`src/design/gpr_pkg.sv`:
```
// Shared types, register codes and field-mask helpers for the GPIO port register block.
`default_nettype none

package gpr_pkg;

   localparam int unsigned DATA_W = 32;
   localparam int unsigned PINS_W = 16;
   localparam int unsigned LOCK_W = 17;

   // bus access kinds
   localparam logic OP_READ  = 1'b0;
   localparam logic OP_WRITE = 1'b1;

   // word register codes
   localparam logic [3:0] REG_MODE    = 4'd0;
   localparam logic [3:0] REG_OTYPE   = 4'd1;
   localparam logic [3:0] REG_SPEED   = 4'd2;
   localparam logic [3:0] REG_PULL    = 4'd3;
   localparam logic [3:0] REG_IDR     = 4'd4;
   localparam logic [3:0] REG_ODR     = 4'd5;
   localparam logic [3:0] REG_BSRR    = 4'd6;
   localparam logic [3:0] REG_LOCK    = 4'd7;
   localparam logic [3:0] REG_AF_LOW  = 4'd8;
   localparam logic [3:0] REG_AF_HIGH = 4'd9;

   // bit 16 of the lock word: key bit on writes, lock flag once set
   localparam int unsigned LOCK_KEY_BIT = 16;

   // lock key sequence: idle, first 1 seen, then 0, then 1 (armed for the read)
   typedef enum logic [3:0] {
      SEQ_IDLE  = 4'b0001,
      SEQ_ONE   = 4'b0010,
      SEQ_ZERO  = 4'b0100,
      SEQ_ARMED = 4'b1000
   } lock_seq_type;

   typedef struct packed {
      logic [DATA_W-1:0] read_data;
      logic [PINS_W-1:0] out_levels;
      logic              lock_active;
   } rsp_type;

   // widen a per-pin mask to two bits per pin
   function automatic logic [DATA_W-1:0] expand2(input logic [PINS_W-1:0] pins);
      logic [DATA_W-1:0] m;
      m = '0;
      for (int i = 0; i < PINS_W; i++) begin
         m[2*i +: 2] = {2{pins[i]}};
      end
      return m;
   endfunction

   // widen eight pin bits to four bits per pin
   function automatic logic [DATA_W-1:0] expand4(input logic [7:0] pins);
      logic [DATA_W-1:0] m;
      m = '0;
      for (int i = 0; i < 8; i++) begin
         m[4*i +: 4] = {4{pins[i]}};
      end
      return m;
   endfunction

   // keep frozen fields, take the rest from data, drop unimplemented pins
   function automatic logic [DATA_W-1:0] masked_write(
      input logic [DATA_W-1:0] old_bits,
      input logic [DATA_W-1:0] data,
      input logic [DATA_W-1:0] keep,
      input logic [DATA_W-1:0] impl
   );
      return ((old_bits & keep) | (data & ~keep)) & impl;
   endfunction

endpackage

`default_nettype wire

```
`src/design/gpio_port_registers_top.sv`:
```
// GPIO port register block: one register bus access per item, registered result.
//
//   channel   ports                                           direction
//   req       req_valid/req_stall, op, reg_index, write_data,  in
//             pin_levels
//   rsp       rsp_valid/rsp_stall, read_data, out_levels,     out
//             lock_active
//
// The register update and the read mux sit between the request ports and the result
// register, so one item enters per clock while req_stall is low.
// A two-entry result buffer (result register plus skid) lets the block take an
// item while the previous result is stalled; req_stall rises only when both are full.
// Reset clears every port register, the lock state and both result valid flags.
`default_nettype none

module gpio_port_registers_top
   import gpr_pkg::*;
#(
   parameter int unsigned PIN_COUNT = 16
) (
   input  wire logic              clock,
   input  wire logic              reset,
   input  wire logic              req_valid,
   output logic                   req_stall,
   input  wire logic              req_op,
   input  wire logic [3:0]        req_reg_index,
   input  wire logic [DATA_W-1:0] req_write_data,
   input  wire logic [PINS_W-1:0] req_pin_levels,
   output logic                   rsp_valid,
   input  wire logic              rsp_stall,
   output logic [DATA_W-1:0]      rsp_read_data,
   output logic [PINS_W-1:0]      rsp_out_levels,
   output logic                   rsp_lock_active
);

   localparam logic [PINS_W-1:0] PIN_MASK = PINS_W'((32'd1 << PIN_COUNT) - 32'd1);
   localparam logic [DATA_W-1:0] IMPL2    = expand2(PIN_MASK);
   localparam logic [DATA_W-1:0] IMPL4_LO = expand4(PIN_MASK[7:0]);
   localparam logic [DATA_W-1:0] IMPL4_HI = expand4(PIN_MASK[15:8]);

   logic [DATA_W-1:0] mode_ff, mode_in;
   logic [PINS_W-1:0] otype_ff, otype_in;
   logic [DATA_W-1:0] speed_ff, speed_in;
   logic [DATA_W-1:0] pull_ff, pull_in;
   logic [PINS_W-1:0] odr_ff, odr_in;
   logic [LOCK_W-1:0] lock_word_ff, lock_word_in;
   lock_seq_type      lock_seq_ff, lock_seq_in;
   logic [DATA_W-1:0] af_low_ff, af_low_in;
   logic [DATA_W-1:0] af_high_ff, af_high_in;

   rsp_type rsp_ff, rsp_in;
   rsp_type skid_ff, skid_in;
   logic    rsp_valid_ff, rsp_valid_in;
   logic    skid_valid_ff, skid_valid_in;
   rsp_type result;

   logic              accept;
   logic              locked;
   logic [PINS_W-1:0] frozen;
   logic [DATA_W-1:0] keep2;
   logic [PINS_W-1:0] lock_bits;
   logic              lock_key;
   logic              lock_same;
   logic [DATA_W-1:0] read_word;

   assign req_stall = skid_valid_ff;
   assign accept    = req_valid & ~skid_valid_ff;

   assign locked    = lock_word_ff[LOCK_KEY_BIT];
   assign frozen    = locked ? lock_word_ff[PINS_W-1:0] : '0;
   assign keep2     = expand2(frozen);
   assign lock_bits = req_write_data[PINS_W-1:0] & PIN_MASK;
   assign lock_key  = req_write_data[LOCK_KEY_BIT];
   assign lock_same = (lock_bits == lock_word_ff[PINS_W-1:0]);

   // register updates for the accepted item
   always_comb begin
      mode_in      = mode_ff;
      otype_in     = otype_ff;
      speed_in     = speed_ff;
      pull_in      = pull_ff;
      odr_in       = odr_ff;
      lock_word_in = lock_word_ff;
      lock_seq_in  = lock_seq_ff;
      af_low_in    = af_low_ff;
      af_high_in   = af_high_ff;
      if (accept && req_op == OP_WRITE) begin
         case (req_reg_index)
            REG_MODE:    mode_in  = masked_write(mode_ff, req_write_data, keep2, IMPL2);
            REG_OTYPE:   otype_in = (otype_ff & frozen) | (req_write_data[PINS_W-1:0]
                                    & ~frozen & PIN_MASK);
            REG_SPEED:   speed_in = masked_write(speed_ff, req_write_data, keep2, IMPL2);
            REG_PULL:    pull_in  = masked_write(pull_ff, req_write_data, keep2, IMPL2);
            REG_ODR:     odr_in   = req_write_data[PINS_W-1:0] & PIN_MASK;
            REG_BSRR:    odr_in   = ((odr_ff & ~req_write_data[DATA_W-1:PINS_W])
                                    | req_write_data[PINS_W-1:0]) & PIN_MASK;
            REG_LOCK: begin
               if (!locked) begin
                  if (lock_seq_ff == SEQ_ONE && !lock_key && lock_same) begin
                     lock_seq_in = SEQ_ZERO;
                  end else if (lock_seq_ff == SEQ_ZERO && lock_key && lock_same) begin
                     lock_seq_in = SEQ_ARMED;
                  end else begin
                     lock_seq_in = lock_key ? SEQ_ONE : SEQ_IDLE;
                  end
                  lock_word_in = {1'b0, lock_bits};
               end
            end
            REG_AF_LOW:  af_low_in  = masked_write(af_low_ff, req_write_data,
                                      expand4(frozen[7:0]), IMPL4_LO);
            REG_AF_HIGH: af_high_in = masked_write(af_high_ff, req_write_data,
                                      expand4(frozen[15:8]), IMPL4_HI);
            default: ;
         endcase
      end else if (accept && req_reg_index == REG_LOCK) begin
         // a lock read with the key sequence complete freezes the port
         if (lock_seq_ff == SEQ_ARMED && !locked) begin
            lock_word_in[LOCK_KEY_BIT] = 1'b1;
            lock_seq_in                = SEQ_IDLE;
         end
      end
   end

   // read mux; a lock read returns the word after any freeze
   always_comb begin
      read_word = '0;
      if (req_op == OP_READ) begin
         case (req_reg_index)
            REG_MODE:    read_word = mode_ff;
            REG_OTYPE:   read_word = {{(DATA_W-PINS_W){1'b0}}, otype_ff};
            REG_SPEED:   read_word = speed_ff;
            REG_PULL:    read_word = pull_ff;
            REG_IDR:     read_word = {{(DATA_W-PINS_W){1'b0}}, req_pin_levels & PIN_MASK};
            REG_ODR:     read_word = {{(DATA_W-PINS_W){1'b0}}, odr_ff};
            REG_LOCK:    read_word = {{(DATA_W-LOCK_W){1'b0}}, lock_word_in};
            REG_AF_LOW:  read_word = af_low_ff;
            REG_AF_HIGH: read_word = af_high_ff;
            default:     read_word = '0;
         endcase
      end
   end

   always_comb begin
      result.read_data   = read_word;
      result.out_levels  = odr_in;
      result.lock_active = lock_word_in[LOCK_KEY_BIT];
   end

   // result register with a skid entry behind it
   always_comb begin
      rsp_in        = rsp_ff;
      rsp_valid_in  = rsp_valid_ff;
      skid_in       = skid_ff;
      skid_valid_in = skid_valid_ff;
      if (!rsp_valid_ff || !rsp_stall) begin
         if (skid_valid_ff) begin
            rsp_in        = skid_ff;
            rsp_valid_in  = 1'b1;
            skid_valid_in = 1'b0;
         end else begin
            rsp_in       = result;
            rsp_valid_in = accept;
         end
      end else if (accept) begin
         skid_in       = result;
         skid_valid_in = 1'b1;
      end
   end

   always_ff @(posedge clock) begin
      if (reset) begin
         mode_ff       <= '0;
         otype_ff      <= '0;
         speed_ff      <= '0;
         pull_ff       <= '0;
         odr_ff        <= '0;
         lock_word_ff  <= '0;
         lock_seq_ff   <= SEQ_IDLE;
         af_low_ff     <= '0;
         af_high_ff    <= '0;
         rsp_valid_ff  <= 1'b0;
         skid_valid_ff <= 1'b0;
      end else begin
         mode_ff       <= mode_in;
         otype_ff      <= otype_in;
         speed_ff      <= speed_in;
         pull_ff       <= pull_in;
         odr_ff        <= odr_in;
         lock_word_ff  <= lock_word_in;
         lock_seq_ff   <= lock_seq_in;
         af_low_ff     <= af_low_in;
         af_high_ff    <= af_high_in;
         rsp_valid_ff  <= rsp_valid_in;
         skid_valid_ff <= skid_valid_in;
      end
   end

   always_ff @(posedge clock) begin
      rsp_ff  <= rsp_in;
      skid_ff <= skid_in;
   end

   assign rsp_valid       = rsp_valid_ff;
   assign rsp_read_data   = rsp_ff.read_data;
   assign rsp_out_levels  = rsp_ff.out_levels;
   assign rsp_lock_active = rsp_ff.lock_active;

`ifndef SYNTH
   a_skid_behind_rsp: assert property (@(posedge clock) disable iff (reset)
      skid_valid_ff |-> rsp_valid_ff)
      else $error("skid entry holds an item while the result register is empty");

   a_lock_sticky: assert property (@(posedge clock) disable iff (reset)
      lock_word_ff[LOCK_KEY_BIT] |=> lock_word_ff[LOCK_KEY_BIT])
      else $error("port lock released without reset");

   a_locked_seq_idle: assert property (@(posedge clock) disable iff (reset)
      lock_word_ff[LOCK_KEY_BIT] |-> lock_seq_ff == SEQ_IDLE)
      else $error("lock key sequence moved after the port locked");

   a_stalled_accept_to_skid: assert property (@(posedge clock) disable iff (reset)
      (accept && rsp_valid_ff && rsp_stall) |=> skid_valid_ff)
      else $error("item accepted under a stalled result was not held in the skid entry");
`endif

endmodule

`default_nettype wire
```
`config.mk`:
```
export PLATFORM = sky130hd
export DESIGN_NAME = gpio_port_registers_top
export DESIGN_NICKNAME = d
export VERILOG_FILES = /design/src/design/gpr_pkg.sv /design/src/design/gpio_port_registers_top.sv
export SDC_FILE = /design/constraint.sdc
export NUM_CORES = 1
export LEC_CHECK = 0
export BUFFER_PORTS_ARGS = -buffer_cell sky130_fd_sc_hd__buf_2
export CAP_MARGIN = 0
export CORE_MARGIN = 5
export CORE_UTILIZATION = 50
export DETAILED_ROUTE_END_ITERATION = 6
export PLACE_DENSITY = 0.73
export SLEW_MARGIN = 5
export SYNTH_ARGS = -nofsm -noshare
export SYNTH_HDL_FRONTEND = slang
export SYNTH_SLANG_ARGS = --single-unit
```
`constraint.sdc`:
```
create_clock -name clock -period 6.46 [get_ports clock]
set_input_delay 1.938 -clock clock [delete_from_list [all_inputs] [get_ports clock]]
set_output_delay 1.938 -clock clock [all_outputs]
set_load 0.01 [all_outputs]
```
==> results of run 1 <==
## kinds of logic after synthesis
group | synth area share (%)
buffers and inverters | 4.540
AOI/OAI and AO/OA | 13.94
muxes | 9.853
and+or+nand+nor | 19.76
DFF | 50.87
xor gates and xnor gates | 1.045
## report_power, final
part | internal (mW) | total [mW] | switching [mW]
Clock | 1.14 | 1.91 | 0.772
Combinational | 0.0796 | 0.276 | 0.197
Sequential | 2.06 | 2.07 | 0.0126
## tightest hold or removal path, delay by kind of cell (launching register included)
family             cells  cell delay [ps]
AOI/OAI and AO/OA      1               50
and+or+nand+nor        1               50
DFF                    1              310
## metrics by stage
stage / instances / hold slack [ps] / setup slack (ps)
final: 1972 / 453.4 / 2049
after CTS: 1972 / 454.8 / 2190
after detailed placement: 1914 / 445.9 / 1651
after global placement: 1914 / 440.0 / 1694
after global routing: 1972 / 473.1 / 1969
after floorplan: 1542 / 431.9 / 738.5
## metal layers
| layer | vias up | wire, µm | GRT usage [%] |
|---|---|---|---|
| met5 | - | 43 | 0 |
| li1 | 5521 | - | - |
| met3 | 111 | 5151 | 6.242 |
| met2 | 718 | 17680 | 37.55 |
| met1 | 5563 | 16900 | 35.48 |
| met4 | 6 | 1538 | 8.794 |
## placed cells by master, fill, tap and decap left out, types with 11 or more instances in the layout
cell type	count
nand2_1	313
dfxtp_1	214
a21oi_1	163
nand3_1	135
buf_2	105
edfxtp_1	98
nor2_1	92
mux2i_1	84
mux2_2	38
a22o_1	37
clkbuf_16	31
nor2b_1	26
o21ai_0	23
buf_4	23
o31ai_1	19
xor2_1	16
a222oi_1	15
nor3_1	12
o21ai_1	11
nor4_1	11
## final cells by class
cell class	instances	share of cell area [%]
clock buffers	40	5.386
clock inverters	18	1.435
inverters	5	0.1176
multi-input cells	1088	40.11
flip-flops and latches	313	45.42
well taps	378	2.964
repair buffers	130	4.571
## path summary, 6_finish.rpt
path,endpoint,cells past startpoint
min,flop,2
min reg2reg,flop,2
max reg2reg,rsp_out_levels[5]$_DFFE_PP_,7
max,rsp_read_data[11]$_DFFE_PP_,8
==> key figures, run 1 <==
Global route
  – Vias in the first global route: about 11000
  – All-Layer GR Usage: between 20% and 30%
  – First-pass GRT wire length: about 63 mm
  – GR Overflow Total: 0
  – Largest net degree at the start of global routing: 82
  – Initial antenna violation count: 3

Yosys
  – Largest cells by area after synthesis: dfxtp_1 30%, edfxtp_1 21%, nand2_1 8.3%, mux2i_1 5.9%, a21oi_1 5.7%
  – Share of the synthesized area in the top cell type: 30.21%
  – Mapped Cells: approximately 1500
  – Yosys reg bits: roughly 310
  – YS warnings: 0
  – Most frequent cell after synthesis: nand2_1
  – Post-synth ARST share: 0%
  – EDFF count, synth: about 100
  – Unique cell type count in the Yosys netlist: 63
  – Syn_area_per_cell: between 9 and 10 µm²
  – Commonest cells in the netlist: 315 x nand2_1, 215 x dfxtp_1, 163 x a21oi_1, 135 x nand3_1, 98 x edfxtp_1
  – Sequential share of the synthesized area: between 50% and 60%
  – Main synth FF type: dfxtp_1
  – Mapped Nets: roughly 1600
  – Netlist Area Pre-Place: between 10000 and 15000 µm²
  – Post-synth top area cell: dfxtp_1

Clock tree
  – Post-CTS setup buffer count: 0
  – Worst skew pair latency: around 570 ps
  – H-Tree Depth: 1
  – Clk Tree Root Cell: clkbuf_16
  – TritonCTS clock tree: built
  – Clock transition at the registers of the reported paths: around 60 ps
  – Post-cts resize count: 0
  – Number of buffers created by CTS: 31
  – CTS Sinks: ~310
  – CTS Buffer Depth: 3
  – CTS hold repair buffers: 0

Final layout
  – FILL cells: around 2400
  – Ratio of cells with drive above 1 in the final layout: about 16%
  – Finished Core Util: 57.13%
  – Area growth syn-to-layout: 12.01%
  – Ant diodes: 0
  – Multi-input logic area: around 6400 µm²
  – Register Area: around 7200 µm²
  – Final Net Count: approximately 1600
  – Post-route cell area: roughly 16000 µm²

Critical path
  – CP startpoint kind: input port
  – CP Class: in2reg
  – Critical R2R Launch: req_stall$_SDFFE_PP0N_
  – Most frequent CP cell: buf_4
  – FF-to-FF setup slack: roughly 3500 ps
  – CP max FO: 60
  – Crit-path slowest cell: buf_4
  – Crit path from: req_reg_index[0]
  – Largest stage delay, worst path: 690 ps
  – Top delay family on crit path: buffers and inverters
  – WP buf/inv: 3
  – Critical path cell sequence: buf_4 > buf_4 > nor2_1 > buf_4 > a22oi_1 > o32ai_1 > nor4_1 > o21ai_0
  – Data arrival time of the worst path: between 4000 and 5000 ps
  – Endpoint class of the critical path: flop
  – CP required: 6730 ps

Timing
  – Finish-stage setup viols: 0
  – Setup_tns: 0 ps
  – Slew HR: 29.51%
  – Worst Skew: ~23 ps
  – RSZ-0062 raised after global routing: false
  – Pin slew with the least headroom to its limit: 1052 ps
  – Period minus WS final: around 4400 ps
  – Ratio of final minimum period to clock period: approximately 68%
  – Final Max Slew Viols: 0
  – Fmax: ~230 MHz
  – Final hold vios: 0

Power and ir drop
  – Tot Pwr: 4.260 mW
  – P_leak: between 5 and 6 nW
  – Pwr/cell area: about 270 nW/µm²
  – Peak VDD IR: roughly 0.26 mV

Floorplanning
  – Num ports: roughly 110
  – Rows: slightly above 60
  – Die footprint: between 30000 and 40000 µm²
  – Chip height: approximately 180 µm
  – Horiz. Die Dim: around 180 µm
  – Initial Util: 51.00%
  – CORE AREA: roughly 28000 µm²

Route
  – Remaining DRCs: 0
  – TritonRoute pass-1 iters: 6
  – DRT iter0 DRCs: between 1500 and 2000
  – Vias: ~12000
  – Drt wl/cell: approximately 21 µm
  – Final ANT Viol Nets: 0
  – Vias per std cell: 6.044
  – Routed WL: around 41 mm

Run status
  – Status: finished, final reports clean

Placed design
  – Post-DP Area: 14870 µm²
  – DP HPWL: around 28 mm
  – Placer Congestion: roughly 0.97
  – IO buf count: about 110

Job
  – Max_cap viols: 0

Hold path
  – Worst min-delay path class: reg2reg
Note: power is estimated with default switching activity, not from simulation.
==> run 2, diff against run 1 <==
==> constraint.sdc (replaced) <==
create_clock -name clock -period 4.1 [get_ports clock]
set_input_delay 1.23 -clock clock [delete_from_list [all_inputs] [get_ports clock]]
set_output_delay 1.23 -clock clock [all_outputs]
set_load 0.01 [all_outputs]
==> run 2 against run 1 <==
The run now ends with design-rule violations left. Non-clock buffer count is 20 higher. Flip-flop and latch count stayed put. Core utilization is 0.64 points higher. Cell area grew 1.1%. Combinational power is 62% higher. Sequential share of layout area fell by 0.51 points. Power grew 58%. Global-route usage rose by 1.1 points. First-iteration DRC count grew 13%. Clock power grew 57%. Hold slack lost 0.96 ps. Largest power group unchanged.
==> key figures, run 2 (synthesized netlist as in run 1, its figures left out) <==
Job
  – Max_cap viols: 0

Critical path
  – CP startpoint kind: flop
  – Top delay family on crit path: buffers and inverters
  – Critical R2R Launch: lock_word_ff[16]$_SDFF_PP0_
  – Critical path cell sequence: buf_4 > buf_2
  – CP Class: reg2out
  – Crit-path slowest cell: dfxtp_2
  – Endpoint class of the critical path: output pin
  – CP required: between 2000 and 3000 ps
  – CP max FO: 59
  – WP buf/inv: 2
  – Crit path from: req_stall$_SDFFE_PP0N_
  – Data arrival time of the worst path: roughly 2000 ps
  – Largest stage delay, worst path: 580 ps

Clock tree
  – Worst skew pair latency: 580 ps
  – Post-cts resize count: 0
  – CTS hold repair buffers: 0
  – Number of buffers created by CTS: 31
  – CTS Sinks: 313
  – Clk Tree Root Cell: clkbuf_16
  – Clock transition at the registers of the reported paths: 60 ps
  – CTS Buffer Depth: 3
  – Post-CTS setup buffer count: 0
  – TritonCTS clock tree: built
  – H-Tree Depth: 1

Floorplanning
  – Initial Util: 51.00%
  – Die footprint: 31970 µm²
  – Num ports: about 110
  – Chip height: approximately 180 µm
  – Rows: between 60 and 70
  – CORE AREA: 27930 µm²
  – Horiz. Die Dim: about 180 µm

Timing
  – Ratio of final minimum period to clock period: between 70% and 80%
  – Period minus WS final: 3221 ps
  – Final Max Slew Viols: 0
  – Slew HR: 39.59%
  – Final hold slack: 452.4 ps
  – RSZ-0062 raised after global routing: false
  – Setup_tns: 0 ps
  – Fmax: around 310 MHz
  – Pin slew with the least headroom to its limit: 904.8 ps
  – Finish-stage setup viols: 0
  – Final hold vios: 0
  – Worst Skew: 27.57 ps

Placed design
  – Placer Congestion: slightly below 1
  – IO buf count: 107
  – DP HPWL: 29.46 mm

Route
  – Vias: roughly 12000
  – Vias per std cell: 6.095
  – Remaining DRCs: 9
  – TritonRoute pass-1 iters: 7
  – Drt wl/cell: roughly 21 µm
  – Final ANT Viol Nets: 0
  – Routed WL: between 40 and 50 mm
  – DRT iter0 DRCs: ~1800

Global route
  – Largest net degree at the start of global routing: 95
  – Initial antenna violation count: 1
  – Vias in the first global route: roughly 11000
  – All-Layer GR Usage: 26.23%
  – GR Overflow Total: 0
  – First-pass GRT wire length: 65.12 mm

Final layout
  – Ant diodes: 0
  – Area growth syn-to-layout: 13.28%
  – Final Net Count: approximately 1600
  – Commonest non-fill, non-tap cell in the layout: nand2_1
  – Ratio of cells with drive above 1 in the final layout: 16.42%
  – Highest-count cells in the layout ignoring fill and taps: 314 x nand2_1, 214 x dfxtp_1, 163 x a21oi_1, 135 x nand3_1, 105 x buf_2

Run status
  – Status: finished with violations
  – Violated checks: design-rule violations

Power and ir drop
  – Pwr/cell area: around 420 nW/µm²
  – P_leak: 6.025 nW
  – Peak VDD IR: 0.3103 mV

Hold path
  – Worst min-delay path class: reg2reg
[run 2: path summary, 6_finish.rpt]
kind	endpoint	slack, ps	depth (start not counted)
hold / removal	flop	450	2
setup / recovery	req_stall	880	2
setup reg to reg	rsp_read_data[4]$_DFFE_PP_	1030	7
hold reg to reg	flop	450	2
[run 2: metrics by stage]
stage                     std cells  area, µm²  worst slack [ps]  power, mW  utilization [%]
after floorplan                1542      14250             463.5      3.595                -
after global placement         1934      15070             510.3      3.773            53.94
after detailed placement       1934      15070             517.2      3.778            53.94
after CTS                      1992      16140             858.3      6.740            57.78
after global routing           1992      16140             778.4      6.914            57.78
final                          1992      16140             879.0      6.723            57.78
[run 2: power by group]
part | switching, mW | total (mW) | internal, mW
logic | 0.311 | 0.448 | 0.138
clock network | 1.23 | 3.00 | 1.77
registers | 0.0236 | 3.27 | 3.25
total | 1.57 | 6.72 | 5.16
[run 2: final cells by class]
type / instances / area [µm²]
inverters: 5 / 18.77
clock inverters: 24 / 274.0
flip-flops and latches: 313 / 7248
well taps: 378 / 473.0
multi-input cells: 1088 / 6399
repair buffers: 150 / 929.6
clock buffers: 34 / 797.0
fillers: 2435 / 11800
[run 2: metal layers]
metal	global-route usage, %	share of wire (%)	wire (µm)	vias to the layer above
met3	5.652	12	5266	82
met1	39.19	42	17950	5795
li1	-	-	-	5571
met4	6.140	2.7	1171	2
met2	39.00	43	18280	692
met5	0	0.030	13	-
[run 2: worst reg2reg max path: stages (launching register included)]
cell and delay, ps:
dfxtp_1 600, nand4bb_1 850, buf_4 430, nand2_1 80
a21oi_1 60, nor4_1 490, buf_4 220, o31ai_1 60
==> run 3, diff against run 2 <==
==> constraint.sdc (replaced) <==
create_clock -name clock -period 3.3 [get_ports clock]
set_input_delay 0.99 -clock clock [delete_from_list [all_inputs] [get_ports clock]]
set_output_delay 0.99 -clock clock [all_outputs]
set_load 0.01 [all_outputs]
==> run 3 against run 2 <==
The flow still finishes with violations (design-rule violations). Clock skew is 6.3 ps lower. Critical path depth stayed put. Combinational power is 31% higher. Routed wire length is 3.2% higher. Global-route usage is 1.0 points higher.
==> key figures, run 3 (synthesized netlist as in run 1, its figures left out) <==
Run status
  – Status: finished with violations
  – Violated checks: design-rule violations

Global route
  – First-pass GRT wire length: between 60 and 70 mm
  – Initial antenna violation count: 0
  – Vias in the first global route: between 10000 and 15000
  – Largest net degree at the start of global routing: between 70 and 80
  – All-Layer GR Usage: around 27%
  – GR Overflow Total: 0

Route
  – Drt wl/cell: 21.79 µm
  – Final ANT Viol Nets: 0
  – TritonRoute pass-1 iters: 7
  – Vias per std cell: between 6 and 7
  – Remaining DRCs: 2
  – Vias: around 12000
  – Routed WL: approximately 44 mm
  – DRT iter0 DRCs: ~1700

Critical path
  – Crit-path slowest cell: buf_4
  – CP required: about 2300 ps
  – WP buf/inv: 2
  – Reg-to-reg critical path endpoint: rsp_read_data[6]$_DFFE_PP_
  – FF-to-FF setup slack: between 1000 and 1500 ps
  – CP Class: reg2out
  – CP max FO: 73
  – Top delay family on crit path: buffers and inverters
  – Data arrival time of the worst path: around 1700 ps
  – Reg2Reg Depth: 7
  – CP startpoint kind: flop
  – Largest stage delay, worst path: roughly 600 ps
  – Endpoint class of the critical path: output pin
  – Critical path cell sequence: buf_4 > buf_2
  – Critical R2R Launch: lock_word_ff[16]$_SDFF_PP0_

Power and ir drop
  – Tot Pwr: ~8.5 mW
  – Pwr/cell area: around 510 nW/µm²
  – Peak VDD IR: ~0.29 mV
  – P_leak: 6.219 nW

Timing
  – Ratio of final minimum period to clock period: between 80% and 90%
  – Slew HR: a little under half
  – Setup_tns: 0 ps
  – Fmax: roughly 370 MHz
  – Pin slew with the least headroom to its limit: about 800 ps
  – Final hold vios: 0
  – Period minus WS final: about 2700 ps
  – Finish-stage setup viols: 0
  – Setup WS post-layout: approximately 570 ps
  – Worst Skew: about 21 ps
  – RSZ-0062 raised after global routing: false
  – Final Max Slew Viols: 0

Placed design
  – DP HPWL: roughly 30 mm
  – IO buf count: 107
  – Placer Congestion: ~1.0
  – DP Worst Slack: approximately 210 ps
  – Post-DP Area: about 15000 µm²

Final layout
  – Highest-count cells in the layout ignoring fill and taps: 314 x nand2_1, 214 x dfxtp_1, 163 x a21oi_1, 135 x nand3_1, 105 x buf_2
  – Ant diodes: 0
  – Commonest non-fill, non-tap cell in the layout: nand2_1
  – Finished Core Util: 58.92%
  – Final Net Count: 1675
  – Area growth syn-to-layout: 15.52%
  – Ratio of cells with drive above 1 in the final layout: around 18%
  – Post-route cell area: 16460 µm²

Floorplanning
  – Horiz. Die Dim: approximately 180 µm
  – Die footprint: 31970 µm²
  – Num ports: between 100 and 150
  – Chip height: 178.8 µm
  – Rows: 61
  – Initial Util: between 50% and 60%
  – CORE AREA: approximately 28000 µm²

Clock tree
  – Worst skew pair latency: 520 ps
  – H-Tree Depth: 2
  – Clk Tree Root Cell: clkbuf_16
  – CTS hold repair buffers: 0
  – TritonCTS clock tree: built
  – CTS Sinks: about 310
  – Post-cts resize count: 0
  – CTS Buffer Depth: 3
  – Clock transition at the registers of the reported paths: roughly 60 ps
  – Number of buffers created by CTS: 34
  – Post-CTS setup buffer count: 0

Hold path
  – Hold Path Stages: 2
  – Worst min-delay path class: reg2reg

Job
  – Max_cap viols: 0
## run 3: cell count changes in the layout (fill, tap and decap cells not counted)
cell / before / now
buf_4: 39 / 60
clkbuf_16: 31 / 38
clkinv_1: 7 / 0
clkinv_2: 3 / 9
buf_12: 5 / 10
bufinv_16: 6 / 1
clkbuf_1: 2 / 6
clkinvlp_2: 4 / 0
clkbuf_8: 1 / 3
clkinv_4: 0 / 2
clkinvlp_4: 2 / 1
## run 3: final cells by class
type / instances / area (µm²)
tap: 378 / 473.0
sequential: 313 / 7248
multi-input combinational: 1088 / 6399
clock buffer: 47 / 1015
inverter: 5 / 18.77
timing repair buffer: 176 / 1187
clock inverter: 15 / 117.6
fill: 2409 / 11480
## run 3: metal layers
layer / share of wire, % / global-route usage, %
met4: 3.0 / 8.379
met2: 42 / 39.19
met5: 0 / 0
met3: 12 / 6.474
met1: 43 / 40.57
## run 3: report_power, final
group	total [mW]	internal (mW)	leakage [nW]	switching [mW]
clock network	3.82	2.25	0.564	1.57
logic	0.587	0.190	2.92	0.397
registers	4.06	4.03	2.74	0.0274
## run 3: through the flow
step	std cells	hold WS [ps]
global placement	1960	438.1
floorplan	1542	431.9
CTS	2022	455.2
detailed placement	1960	445.2
global route	2022	469.9
finish	2022	450.4
## run 3: worst max-delay path by stage
stage	from	endpoint	slack [ps]	cells after the start
floorplan	rsp_stall	skid_ff[0]$_DFFE_PP_	440	2
global placement	req_write_data[8]	lock_seq_ff[1]$_SDFFE_PP0P_	180	6
detailed placement	req_write_data[8]	lock_seq_ff[1]$_SDFFE_PP0P_	210	6
CTS	req_stall$_SDFFE_PP0N_	req_stall	550	2
global route	req_stall$_SDFFE_PP0N_	req_stall	480	2
finish	req_stall$_SDFFE_PP0N_	req_stall	570	2
## run 3: worst reg2reg max path, cell delays in order, from the launching register on
cell      delay, ps
dfxtp_1         330
buf_4           310
nor4bb_2        100
buf_4           220
nand2_1         100
a21oi_1         100
nor4_1          670
o21ai_0         180
